### src/rtl/core/sclt_pkg.sv
// shared types, codes and helper functions of the character tokenizer
`timescale 1ns / 1ps
`default_nettype none

package sclt_pkg;

    localparam int LINE_W  = 16;
    localparam int MAX_RES = 4;

    // token classes, the escape and none codes live only in the front state
    localparam logic [2:0] CLS_INT   = 3'd0;
    localparam logic [2:0] CLS_DEC   = 3'd1;
    localparam logic [2:0] CLS_IDENT = 3'd2;
    localparam logic [2:0] CLS_STR   = 3'd3;
    localparam logic [2:0] CLS_OP    = 3'd4;
    localparam logic [2:0] CLS_ESC   = 3'd5;
    localparam logic [2:0] CLS_NONE  = 3'd7;

    localparam logic [1:0] KIND_CHAR = 2'd0;
    localparam logic [1:0] KIND_END  = 2'd1;
    localparam logic [1:0] KIND_ERR  = 2'd2;

    localparam logic [7:0] CH_NONE  = 8'h00;
    localparam logic [7:0] CH_TAB   = 8'h09;
    localparam logic [7:0] CH_NL    = 8'h0A;
    localparam logic [7:0] CH_CR    = 8'h0D;
    localparam logic [7:0] CH_SPACE = 8'h20;
    localparam logic [7:0] CH_BANG  = 8'h21;
    localparam logic [7:0] CH_QUOTE = 8'h22;
    localparam logic [7:0] CH_PCT   = 8'h25;
    localparam logic [7:0] CH_AMP   = 8'h26;
    localparam logic [7:0] CH_LPAR  = 8'h28;
    localparam logic [7:0] CH_RPAR  = 8'h29;
    localparam logic [7:0] CH_STAR  = 8'h2A;
    localparam logic [7:0] CH_PLUS  = 8'h2B;
    localparam logic [7:0] CH_COMMA = 8'h2C;
    localparam logic [7:0] CH_MINUS = 8'h2D;
    localparam logic [7:0] CH_DOT   = 8'h2E;
    localparam logic [7:0] CH_SLASH = 8'h2F;
    localparam logic [7:0] CH_0     = 8'h30;
    localparam logic [7:0] CH_9     = 8'h39;
    localparam logic [7:0] CH_COLON = 8'h3A;
    localparam logic [7:0] CH_LT    = 8'h3C;
    localparam logic [7:0] CH_EQ    = 8'h3D;
    localparam logic [7:0] CH_GT    = 8'h3E;
    localparam logic [7:0] CH_BSL   = 8'h5C;
    localparam logic [7:0] CH_N     = 8'h6E;
    localparam logic [7:0] CH_R     = 8'h72;
    localparam logic [7:0] CH_T     = 8'h74;
    localparam logic [7:0] CH_BAR   = 8'h7C;

    localparam logic [LINE_W-1:0] LINE_RESET = 16'd1;
    localparam logic [LINE_W-1:0] LINE_MAX   = 16'hFFFF;

    typedef struct packed {
        logic [1:0] kind;
        logic [7:0] chr;
        logic [2:0] cls;
    } res_t;

    // all results caused by one character, plus the line they report
    typedef struct packed {
        logic [2:0]              cnt;
        res_t [MAX_RES-1:0]      ent;
        logic [LINE_W-1:0]       line;
    } bundle_t;

    typedef struct packed {
        logic full;
        logic empty;
    } q_status_t;

    function automatic bundle_t push_res(bundle_t b, logic [1:0] kind, logic [7:0] chr,
                                         logic [2:0] cls);
        bundle_t r;
        r = b;
        if (r.cnt < 3'(MAX_RES))
        begin
            r.ent[r.cnt[1:0]] = '{kind: kind, chr: chr, cls: cls};
            r.cnt = r.cnt + 3'd1;
        end
        return r;
    endfunction

    // an open escape ends as a string token
    function automatic logic [2:0] end_cls(logic [2:0] cls);
        return (cls == CLS_ESC) ? CLS_STR : cls;
    endfunction

endpackage

`default_nettype wire

### src/rtl/core/sclt_char_if.sv
// character input channel
`timescale 1ns / 1ps
`default_nettype none

interface sclt_char_if;
    logic       valid;
    logic       ready;
    logic [7:0] char_in;
    logic       text_last;

    modport source (output valid, output char_in, output text_last, input ready);
    modport sink (input valid, input char_in, input text_last, output ready);
endinterface

`default_nettype wire

### src/rtl/core/sclt_tok_if.sv
// token result channel
`timescale 1ns / 1ps
`default_nettype none

interface sclt_tok_if;
    logic        valid;
    logic        ready;
    logic [1:0]  out_kind;
    logic [7:0]  out_char;
    logic [2:0]  token_class;
    logic [15:0] line_number;
    logic        run_last;

    modport source (output valid, output out_kind, output out_char, output token_class,
                    output line_number, output run_last, input ready);
    modport sink (input valid, input out_kind, input out_char, input token_class,
                  input line_number, input run_last, output ready);
endinterface

`default_nettype wire

### src/rtl/core/sclt_front.sv
// front end: classifies each character, keeps token state, builds the result bundle
`timescale 1ns / 1ps
`default_nettype none

module sclt_front (
    input  logic                          clk,
    input  logic                          rst_n,
    input  logic                          cfg_wr_en,
    input  logic [sclt_pkg::LINE_W-1:0]   cfg_wr_data,
    sclt_char_if.sink                     chars,
    input  sclt_pkg::q_status_t           q_stat,
    output logic                          push,
    output sclt_pkg::bundle_t             push_data
);
    import sclt_pkg::*;

    logic [2:0]        class_reg, class_next;
    logic [7:0]        pend_reg, pend_next;
    logic [LINE_W-1:0] line_reg, line_next;
    logic              err_reg, err_next;
    logic              started_reg, started_next;
    logic [LINE_W-1:0] first_line_reg;

    logic       accept;
    logic [7:0] c;
    logic       in_str;
    logic       comp;
    logic       done;
    logic [7:0] esc_v;
    logic       esc_ok;
    bundle_t    b;

    assign c      = chars.char_in;
    assign accept = chars.valid && chars.ready;
    assign chars.ready = !q_stat.full;

    always_comb
    begin
        esc_ok = 1'b1;
        case (c)
            CH_N:    esc_v = CH_NL;
            CH_T:    esc_v = CH_TAB;
            CH_R:    esc_v = CH_CR;
            CH_BSL:  esc_v = CH_BSL;
            default:
            begin
                esc_v  = CH_NONE;
                esc_ok = 1'b0;
            end
        endcase
    end

    always_comb
    begin
        class_next   = class_reg;
        pend_next    = pend_reg;
        line_next    = line_reg;
        err_next     = err_reg;
        started_next = 1'b1;
        b            = '0;
        b.line       = line_reg;
        done         = 1'b0;
        comp         = 1'b0;
        in_str       = (class_reg == CLS_STR);

        if (!err_reg)
        begin
            // a held operator is completed or closed by this character
            if (pend_next != CH_NONE)
            begin
                comp = (pend_next == CH_AMP || pend_next == CH_BAR) ? (c == pend_next)
                                                                     : (c == CH_EQ);
                if (comp)
                begin
                    b    = push_res(b, KIND_CHAR, c, CLS_INT);
                    done = 1'b1;
                end
                b         = push_res(b, KIND_END, CH_NONE, CLS_OP);
                pend_next = CH_NONE;
            end

            if (!done)
            begin
                if (class_next == CLS_ESC)
                begin
                    if (esc_ok)
                    begin
                        b          = push_res(b, KIND_CHAR, esc_v, CLS_INT);
                        class_next = CLS_STR;
                    end
                    else
                    begin
                        b        = push_res(b, KIND_ERR, c, CLS_INT);
                        err_next = 1'b1;
                    end
                end
                else
                begin
                    case (c) inside
                        [CH_0:CH_9]:
                        begin
                            if (class_next == CLS_NONE)
                                class_next = CLS_INT;
                            b = push_res(b, KIND_CHAR, c, CLS_INT);
                        end
                        CH_DOT:
                        begin
                            if (!in_str)
                            begin
                                if (class_next == CLS_IDENT)
                                    b = push_res(b, KIND_END, CH_NONE, CLS_IDENT);
                                class_next = CLS_DEC;
                            end
                            b = push_res(b, KIND_CHAR, c, CLS_INT);
                        end
                        CH_LT, CH_GT, CH_BANG, CH_EQ, CH_AMP, CH_BAR:
                        begin
                            if (in_str)
                                b = push_res(b, KIND_CHAR, c, CLS_INT);
                            else
                            begin
                                if (class_next != CLS_NONE)
                                    b = push_res(b, KIND_END, CH_NONE, end_cls(class_next));
                                class_next = CLS_NONE;
                                b          = push_res(b, KIND_CHAR, c, CLS_INT);
                                pend_next  = c;
                            end
                        end
                        CH_LPAR, CH_RPAR, CH_COMMA, CH_COLON, CH_PLUS, CH_MINUS, CH_SLASH,
                        CH_PCT, CH_STAR, CH_BSL:
                        begin
                            // star inside an identifier and backslash inside a string
                            // are not operators
                            if (in_str && c == CH_BSL)
                                class_next = CLS_ESC;
                            else if (in_str || (c == CH_STAR && class_next == CLS_IDENT))
                                b = push_res(b, KIND_CHAR, c, CLS_INT);
                            else
                            begin
                                if (class_next != CLS_NONE)
                                    b = push_res(b, KIND_END, CH_NONE, end_cls(class_next));
                                class_next = CLS_NONE;
                                b          = push_res(b, KIND_CHAR, c, CLS_INT);
                                b          = push_res(b, KIND_END, CH_NONE, CLS_OP);
                            end
                        end
                        CH_SPACE, CH_TAB:
                        begin
                            if (in_str)
                                b = push_res(b, KIND_CHAR, c, CLS_INT);
                            else
                            begin
                                if (class_next != CLS_NONE)
                                    b = push_res(b, KIND_END, CH_NONE, end_cls(class_next));
                                class_next = CLS_NONE;
                            end
                        end
                        CH_NL, CH_CR:
                        begin
                            if (class_next != CLS_NONE)
                                b = push_res(b, KIND_END, CH_NONE, end_cls(class_next));
                            class_next = CLS_NONE;
                            if (line_reg != LINE_MAX)
                                line_next = line_reg + 16'd1;
                        end
                        CH_QUOTE:
                        begin
                            if (class_next != CLS_NONE)
                                b = push_res(b, KIND_END, CH_NONE, end_cls(class_next));
                            class_next = in_str ? CLS_NONE : CLS_STR;
                        end
                        default:
                        begin
                            if (class_next == CLS_NONE || class_next == CLS_INT ||
                                class_next == CLS_DEC)
                            begin
                                if (class_next != CLS_NONE)
                                    b = push_res(b, KIND_END, CH_NONE, class_next);
                                class_next = CLS_IDENT;
                            end
                            b = push_res(b, KIND_CHAR, c, CLS_INT);
                        end
                    endcase
                end
            end
        end

        if (chars.text_last)
        begin
            if (!err_next)
            begin
                if (pend_next != CH_NONE)
                    b = push_res(b, KIND_END, CH_NONE, CLS_OP);
                if (class_next != CLS_NONE)
                    b = push_res(b, KIND_END, CH_NONE, end_cls(class_next));
            end
            class_next   = CLS_NONE;
            pend_next    = CH_NONE;
            line_next    = first_line_reg;
            err_next     = 1'b0;
            started_next = 1'b0;
        end
    end

    assign push      = accept && (b.cnt != 3'd0);
    assign push_data = b;

    always_ff @(posedge clk or negedge rst_n)
    begin
        if (!rst_n)
        begin
            class_reg      <= CLS_NONE;
            pend_reg       <= CH_NONE;
            line_reg       <= LINE_RESET;
            err_reg        <= 1'b0;
            started_reg    <= 1'b0;
            first_line_reg <= LINE_RESET;
        end
        else
        begin
            if (cfg_wr_en)
                first_line_reg <= cfg_wr_data;
            if (accept)
            begin
                class_reg   <= class_next;
                pend_reg    <= pend_next;
                line_reg    <= line_next;
                err_reg     <= err_next;
                started_reg <= started_next;
            end
            else if (cfg_wr_en && !started_reg)
                line_reg <= cfg_wr_data;
        end
    end

endmodule

`default_nettype wire

### src/rtl/core/sclt_queue.sv
// result bundle queue between the front and back ends
`timescale 1ns / 1ps
`default_nettype none

module sclt_queue #(
    parameter int DEPTH = 4
) (
    input  logic                 clk,
    input  logic                 rst_n,
    input  logic                 push,
    input  sclt_pkg::bundle_t    push_data,
    input  logic                 pop,
    output sclt_pkg::bundle_t    pop_data,
    output sclt_pkg::q_status_t  q_stat
);
    import sclt_pkg::*;

    localparam int PTR_W = $clog2(DEPTH);
    localparam int CNT_W = $clog2(DEPTH + 1);

    bundle_t            mem_reg [DEPTH];
    logic [PTR_W-1:0]   wr_ptr_reg, wr_ptr_next;
    logic [PTR_W-1:0]   rd_ptr_reg, rd_ptr_next;
    logic [CNT_W-1:0]   count_reg, count_next;

    assign q_stat.full  = (count_reg == CNT_W'(DEPTH));
    assign q_stat.empty = (count_reg == '0);
    assign pop_data     = mem_reg[rd_ptr_reg];

    always_comb
    begin
        wr_ptr_next = wr_ptr_reg;
        rd_ptr_next = rd_ptr_reg;
        count_next  = count_reg;
        if (push)
            wr_ptr_next = (wr_ptr_reg == PTR_W'(DEPTH - 1)) ? '0 : wr_ptr_reg + 1'b1;
        if (pop)
            rd_ptr_next = (rd_ptr_reg == PTR_W'(DEPTH - 1)) ? '0 : rd_ptr_reg + 1'b1;
        if (push && !pop)
            count_next = count_reg + 1'b1;
        else if (pop && !push)
            count_next = count_reg - 1'b1;
    end

    always_ff @(posedge clk)
    begin
        if (push)
            mem_reg[wr_ptr_reg] <= push_data;
    end

    always_ff @(posedge clk or negedge rst_n)
    begin
        if (!rst_n)
        begin
            wr_ptr_reg <= '0;
            rd_ptr_reg <= '0;
            count_reg  <= '0;
        end
        else
        begin
            wr_ptr_reg <= wr_ptr_next;
            rd_ptr_reg <= rd_ptr_next;
            count_reg  <= count_next;
        end
    end

endmodule

`default_nettype wire

### src/rtl/core/sclt_back.sv
// back end: hands out the results of one bundle, one per transfer
`timescale 1ns / 1ps
`default_nettype none

module sclt_back (
    input  logic                 clk,
    input  logic                 rst_n,
    input  sclt_pkg::q_status_t  q_stat,
    input  sclt_pkg::bundle_t    pop_data,
    output logic                 pop,
    sclt_tok_if.source           tokens
);
    import sclt_pkg::*;

    bundle_t    bundle_reg;
    logic       valid_reg;
    logic [1:0] idx_reg;
    logic       last_one;
    res_t       cur;

    assign cur      = bundle_reg.ent[idx_reg];
    assign last_one = (({1'b0, idx_reg} + 3'd1) == bundle_reg.cnt);
    assign pop      = (!valid_reg || (tokens.ready && last_one)) && !q_stat.empty;

    assign tokens.valid       = valid_reg;
    assign tokens.out_kind    = cur.kind;
    assign tokens.out_char    = cur.chr;
    assign tokens.token_class = cur.cls;
    assign tokens.line_number = bundle_reg.line;
    assign tokens.run_last    = last_one;

    always_ff @(posedge clk)
    begin
        if (pop)
            bundle_reg <= pop_data;
    end

    always_ff @(posedge clk or negedge rst_n)
    begin
        if (!rst_n)
        begin
            valid_reg <= 1'b0;
            idx_reg   <= '0;
        end
        else if (pop)
        begin
            valid_reg <= 1'b1;
            idx_reg   <= '0;
        end
        else if (valid_reg && tokens.ready)
        begin
            if (last_one)
                valid_reg <= 1'b0;
            else
                idx_reg <= idx_reg + 2'd1;
        end
    end

endmodule

`default_nettype wire

### src/rtl/core/spec_language_char_tokenizer.sv
// character tokenizer top level: front end, bundle queue and back end
// path: a character's results go into the queue, then into the back-end bundle register
// throughput: one character per cycle while the queue has room, one result per cycle out;
// the output port sets the sustained rate (up to four results per character)
// reset: token state cleared, no operator held, line counter and first_line at 1, queue empty
`timescale 1ns / 1ps
`default_nettype none

module spec_language_char_tokenizer #(
    parameter int QUEUE_DEPTH = 4
) (
    input  logic                          clk,
    input  logic                          rst_n,
    input  logic                          cfg_wr_en,
    input  logic [sclt_pkg::LINE_W-1:0]   cfg_wr_data,
    sclt_char_if.sink                     chars,
    sclt_tok_if.source                    tokens
);
    import sclt_pkg::*;

    q_status_t q_stat;
    logic      push;
    logic      pop;
    bundle_t   push_data;
    bundle_t   pop_data;

    sclt_front u_front (
        .clk         (clk),
        .rst_n       (rst_n),
        .cfg_wr_en   (cfg_wr_en),
        .cfg_wr_data (cfg_wr_data),
        .chars       (chars),
        .q_stat      (q_stat),
        .push        (push),
        .push_data   (push_data)
    );

    sclt_queue #(
        .DEPTH (QUEUE_DEPTH)
    ) u_queue (
        .clk       (clk),
        .rst_n     (rst_n),
        .push      (push),
        .push_data (push_data),
        .pop       (pop),
        .pop_data  (pop_data),
        .q_stat    (q_stat)
    );

    sclt_back u_back (
        .clk      (clk),
        .rst_n    (rst_n),
        .q_stat   (q_stat),
        .pop_data (pop_data),
        .pop      (pop),
        .tokens   (tokens)
    );

endmodule

`default_nettype wire

### src/flat_wrapper.sv
// flat-port wrapper written by rule: the top's interface ports become plain ports
module spec_language_char_tokenizer_flat import sclt_pkg::*;
#(
    parameter int QUEUE_DEPTH = 4
)
  (clk, rst_n, cfg_wr_en, cfg_wr_data, chars_valid, chars_char_in, chars_text_last, chars_ready, tokens_valid, tokens_out_kind, tokens_out_char, tokens_token_class, tokens_line_number, tokens_run_last, tokens_ready);
  sclt_char_if chars_i ();
  sclt_tok_if tokens_i ();
  input  logic clk;
  input  logic rst_n;
  input  logic cfg_wr_en;
  input  logic [sclt_pkg::LINE_W-1:0] cfg_wr_data;
  input wire logic [$bits(chars_i.valid)-1:0] chars_valid;
  input wire logic [$bits(chars_i.char_in)-1:0] chars_char_in;
  input wire logic [$bits(chars_i.text_last)-1:0] chars_text_last;
  output wire logic [$bits(chars_i.ready)-1:0] chars_ready;
  output wire logic [$bits(tokens_i.valid)-1:0] tokens_valid;
  output wire logic [$bits(tokens_i.out_kind)-1:0] tokens_out_kind;
  output wire logic [$bits(tokens_i.out_char)-1:0] tokens_out_char;
  output wire logic [$bits(tokens_i.token_class)-1:0] tokens_token_class;
  output wire logic [$bits(tokens_i.line_number)-1:0] tokens_line_number;
  output wire logic [$bits(tokens_i.run_last)-1:0] tokens_run_last;
  input wire logic [$bits(tokens_i.ready)-1:0] tokens_ready;
  assign chars_i.valid = chars_valid;
  assign chars_i.char_in = chars_char_in;
  assign chars_i.text_last = chars_text_last;
  assign chars_ready = chars_i.ready;
  assign tokens_valid = tokens_i.valid;
  assign tokens_out_kind = tokens_i.out_kind;
  assign tokens_out_char = tokens_i.out_char;
  assign tokens_token_class = tokens_i.token_class;
  assign tokens_line_number = tokens_i.line_number;
  assign tokens_run_last = tokens_i.run_last;
  assign tokens_i.ready = tokens_ready;
  spec_language_char_tokenizer #(.QUEUE_DEPTH(QUEUE_DEPTH)) u_core (.clk(clk), .rst_n(rst_n), .cfg_wr_en(cfg_wr_en), .cfg_wr_data(cfg_wr_data), .chars(chars_i), .tokens(tokens_i));
endmodule
### config.mk
export PLATFORM = sky130hd
export DESIGN_NAME = spec_language_char_tokenizer_flat
export DESIGN_NICKNAME = d
export VERILOG_FILES = /design/src/rtl/core/sclt_pkg.sv /design/src/rtl/core/sclt_char_if.sv /design/src/rtl/core/sclt_tok_if.sv /design/src/rtl/core/sclt_front.sv /design/src/rtl/core/sclt_queue.sv /design/src/rtl/core/sclt_back.sv /design/src/rtl/core/spec_language_char_tokenizer.sv /design/src/flat_wrapper.sv
export SDC_FILE = /design/constraint.sdc
export NUM_CORES = 1
export LEC_CHECK = 0
export BUFFER_PORTS_ARGS = -buffer_cell sky130_fd_sc_hd__buf_2
export CAP_MARGIN = 20
export CORE_UTILIZATION = 55
export CTS_BUF_LIST = sky130_fd_sc_hd__clkbuf_4
export DETAILED_ROUTE_END_ITERATION = 6
export PLACE_DENSITY = 0.72
export SETUP_SLACK_MARGIN = 0.5
export SYNTH_ARGS = -nofsm -noshare
export SYNTH_HDL_FRONTEND = slang
export SYNTH_SLANG_ARGS = --single-unit
### constraint.sdc
create_clock -name clk -period 11.6 [get_ports clk]
set_clock_uncertainty 0.15 [all_clocks]
set_input_delay 2.32 -clock clk [delete_from_list [all_inputs] [get_ports clk]]
set_output_delay 2.32 -clock clk [all_outputs]
set_load 0.01 [all_outputs]
; After elaboration in Yosys (flattened, before gate mapping)
; Memories as Yosys holds them, arrays and structs flattened. A register that Yosys moved wholly into a read port is not among the register bits.
; Index checks and enable logic that the tools add are counted.
[word_totals]
regBits = 55
latch_bits = 0
mem_bits_rw = 284
rom_bits = 0
in_bits = 30
output_inout_bits = 32
wordCells = 352
mem_count = 1
[op_classes]
n_addsub = 16
n_mul = 0
div_mod_pow = 0
n_lt_le_gt_ge = 30
eq_ne = 52
n_shift = 0
n_mux = 182
n_bitwise = 12
n_reduce_logical = 48
[mem_list]
columns = name, words, width, rd, rd_clocked_by_memory_dff, write_ports, line_no
row1 = u_core.u_queue.mem_reg, 4, 71, 1, 1, 1, sclt_queue.sv:21  ; bundle_t mem_reg [DEPTH];
[op_table]
columns = op, count
row1 = $mux W71, 61
row2 = $mux W55, 23
row3 = $bwmux W52, 10
row4 = $demux W13 S2, 9
row5 = $mux W16, 13
row6 = $and A44 B44 Y44, 4
row7 = $not A44 Y44, 4
row8 = $eq A8 B6 Y1 const B, 18
row9 = $mux W13, 10
row10 = $mux W8, 9
row11 = $mux W3, 23
row12 = $mux W69, 1
row13 = $eq A8 B7 Y1 const B, 6
row14 = $or A8 B8 Y8, 4
row15 = $add A3 B1 Y3 const B, 10
row16 = $lt A2 B3 Y1 const B, 10
row17 = $ne A3 B3 Y1 const B, 10
row18 = $pmux W7 S4, 1
row19 = $lt A3 B3 Y1 const B, 9
row20 = $bmux W13 S2, 1
row21 = $eq A8 B4 Y1 const B, 3
row22 = $logic_and A1 B1 Y1, 20
row23 = $ge A2 B1 Y1 const B, 9
row24 = $add A16 B1 Y16 const B, 1
row25 = other kinds (28), 71

; Logic depth before layout (Yosys ltp)
[depth]
depth_word = 87
ltp_mapped = 33

; By module
; From an unflattened synthesis, not the netlist that was laid out.
[hier_totals]
hier_cells = 1369
area_unflattened_um2 = 19442.4
[by_module_without_submodules]
columns = mod, instances, cells_per_inst, area_each_um2, seq_area_each_um2
row1 = sclt_queue, 1, 408, 10734.0, 8703.3
row2 = sclt_front, 1, 834, 5896.9, 1132.3
row3 = sclt_back, 1, 127, 2811.4, 2207.1

; Worst setup path after synthesis
; Ideal clock, no wire load.
[synth_path]
path_type = input-to-reg
from = in chars_char_in[6]
to = mem u_core.u_queue.mem_reg[0][0] in the netlist's numbering, enable pin
t_arrival_ps = 8761
required_time_ps = 11013
slack_ps = 2252
stages = 28
path_cell_list = buf_2 > buf_2 > xor2_1 > nor4_1 > nand3b_1 > nand3_1 > inv_1 > clkbuf_1 > buf_1 > xnor2_1 > ha_1 > inv_1 > ha_1 > mux2i_1 > a311oi_1 > o22ai_1 > o211ai_1 > o31ai_1 > inv_1 > ha_1 > mux2i_1 > inv_1 > ha_1 > nand2_1 > o22ai_1 > a31o_1 > o31a_4 > and2_1
[synth_lines]
columns = element, line_no
row1 = from (decl), flat_wrapper.sv:14  ; input wire logic [$bits(chars_i.char_in)-1:0] chars_char_in;
row2 = to (decl), sclt_queue.sv:21

==> run metrics <==
outcome=complete, no violations; Final period util=about 77%; pin count of the biggest net entering global routing=76; Fin. Hold Viols=0; root buffer cell=clkbuf_4; Data arrival, critical path=9.24 ns; Worst VDD drop=roughly 120 µV; Synth area leader=edfxtp_1; Fillers=2625; post-route ant nets=0; Switching Fraction=roughly 34%; measured slew at the worst slew-check pin=1.067 ns; max reg flops=284; CTS clk-pin slew, worst paths=0.06 ns; gr ovfl total=0; clock tree buffer depth=3; Max Freq=between 0.1 and 0.15 GHz; cts-stage hold buffer count=0; max_cap viols=0; H-tree lvl count=3; Startpoint Class=primary input; CP Launch Point=chars_char_in[5]; WL/cell=roughly 23 µm; post-synth top area share=55.62%; IO Port Bufs=61; Yosys reg bits=410; layout cells sized above 1=about a quarter; Post-Synthesis Cells=between 1000 and 1500; leakage=approximately 7.7 nW; Final Setup Violations=0; total clock sinks=410; CTS tree=done; initial antenna violation count=3; Reg-to-Reg Start=u_core.u_front.pend_reg[3]$_DFFE_PN0P_; Hold Startpoint=u_core.u_front.started_reg$_DFFE_PN0P_; count of different cell masters after synthesis=84; worst hold path depth=1; reg2reg path depth=27; via count=between 10000 and 15000; crit path max fanout=39; first-pass GRT wire length=69630 µm; busiest layer in global routing=met2; critical path's slowest cell=and2_4; Fin Setup TNS=0 ns; Post CTS Setup Buffer Count=0; reg-to-reg setup timing slack=slightly above 4 ns; RSZ-0062 raised after global routing=no; Initial DRC Count=between 1000 and 1500; Ys Warns=0; P&R area growth vs syn=10.30%; M1 GR Usage=between 30% and 40%; clock buffer count from CTS=98; Clk Latency, worst-skew pair=~0.8 ns; vias in the first global route=between 10000 and 15000; boundary pin count=62; Final #Nets=1511; syn avg cell area=~14 µm²; Die W=188.7 µm; Worst Path Required=around 12 ns; NetSw=roughly 1.9 mW; mapped cell area=approximately 19000 µm²; Die ar.=approximately 36000 µm²; number of flops mapped to enable cells by yosys=around 360; row count=67; ys async rst share=13.41%; Max Slew Vio Count=0; largest delay contributor family on the critical path=buffers and inverters; post-layout minimum cycle time=8.990 ns; part of the Yosys area used for sequential elements=62.84%; Max-slew headroom=roughly 28%; total wire length=about 45000 µm; Hold Path End=u_core.u_front.started_reg$_DFFE_PN0P_; internal power=about 3.6 mW; DRC violations left=0; post_cts resized=0; met2 usage in global routing=38.79%; combinational share of power=between 30% and 40%; Die Ht=about 190 µm; DRT Pass-1 Iters=5; hold crit path type=reg2reg; Initial Util=56.59%; met3 Usage GRT=roughly 5.6%; sequential power share=a little under half; ranking of synthesized cells by area=edfxtp_1 (56%), mux4_2 (9.9%), dfrtp_1 (6.5%), a21oi_1 (2.2%), nor2_1 (2.2%); all-layer global routing usage=a little over a quarter; reg2reg end=u_core.u_queue.mem_reg[1][66]$_DFFE_PP_; critical path class=in2reg; area of the core=33870 µm²; CP endpoint kind=flop; DP Wirelength=~29000 µm; global placement routability congestion=around 1; fin util=62.41%; Synth Flop Type=edfxtp_1; clock share of power=21.8%; Pwr Density=roughly 260 nW/µm²; Bufs and invs on worst path=8; via-per-instance ratio=6.163; CP max stage delay=approximately 0.54 ns
[worst max path at each step]
stage               depth (start not counted)                                       to
floorplan                                  28   u_core.u_queue.mem_reg[0][0]$_DFFE_PP_
global placement                           28  u_core.u_queue.mem_reg[1][61]$_DFFE_PP_
detailed placement                         28  u_core.u_queue.mem_reg[1][61]$_DFFE_PP_
CTS                                        28  u_core.u_queue.mem_reg[1][66]$_DFFE_PP_
global route                               28  u_core.u_queue.mem_reg[1][66]$_DFFE_PP_
finish                                     28  u_core.u_queue.mem_reg[1][66]$_DFFE_PP_
[synth_stat cells (13+ instances only)]
master    number
o21ai_0       71
nand2_1       89
and2_1        21
nor3_1        20
clkbuf_1      64
nor2_1       110
buf_4         18
dfrtp_1       50
mux2_2        22
and3_1        15
buf_1         13
xnor2_1       13
xor2_1        21
a31oi_1       16
edfxtp_1     355
mux4_2        84
inv_1         26
nand3_1       28
a21oi_1       83
ha_1          28
[power by group through the flow]
stage / clock network [mW] / logic, mW / registers [mW]
after global routing: 1.30 / 1.95 / 2.53
after global placement: 0 / 1.76 / 2.49
after CTS: 1.23 / 1.80 / 2.49
after floorplan: 0 / 1.38 / 2.35
after detailed placement: 0 / 1.79 / 2.52
final: 1.19 / 1.81 / 2.48
[logic make-up after synthesis]
group,Yosys count,share of synthesized area [%]
other cells,1,0.01957
compound gates,287,9.721
xor+xnor,34,1.554
simple gates,357,9.290
fa+ha+maj,29,1.933
buf+inv,132,3.010
mux,114,11.63
flops,410,62.84
[placed cells by master (no fill, tap or decap), types with 10 or more instances in the layout]
cell,instances
a21oi_1,83
inv_1,26
nand2_1,89
a31oi_1,16
buf_4,24
o22ai_1,11
o21ai_0,71
nor2_1,110
clkbuf_4,151
buf_2,61
ha_1,28
xor2_1,21
edfxtp_1,355
mux4_2,84
a22o_1,10
and2_1,17
xnor2_1,13
mux2_2,22
dfrtp_1,48
nand3_1,28
clkinv_1,12
nor3_1,19
and3_1,15
[area by class of cell]
type | count | area [µm²] | share of cell area, %
flip-flops and latches | 410 | 12050 | 57.00
multi-input cells | 829 | 6593 | 31.19
clock buffers | 151 | 1134 | 5.363
well taps | 448 | 560.5 | 2.652
repair buffers | 87 | 540.5 | 2.557
clock inverters | 20 | 160.2 | 0.7577
inverters | 26 | 97.59 | 0.4617
diodes | 2 | 5.005 | 0.02368
[metrics by stage]
stage                     total power, mW  std cells  hold slack [ns]  instance area, µm²  setup WS [ns]
after detailed placement            4.312       1798           0.3404               19780          2.012
after CTS                           5.517       1969           0.3560               21080          2.798
after global placement              4.252       1798           0.3089               19780          2.212
after floorplan                     3.731       1371           0.2944               19190          2.252
final                               5.486       1973           0.3554               21140          2.610
after global routing                5.775       1972           0.3703               21140          2.143
[layer usage]
layer | part of all wire (%) | vias up
li1 | - | 5509
met1 | 44 | 6060
met2 | 46 | 508
met3 | 7.4 | 82
met4 | 2.4 | 0
met5 | 0 | -
Note: power is estimated with default switching activity, not from simulation.
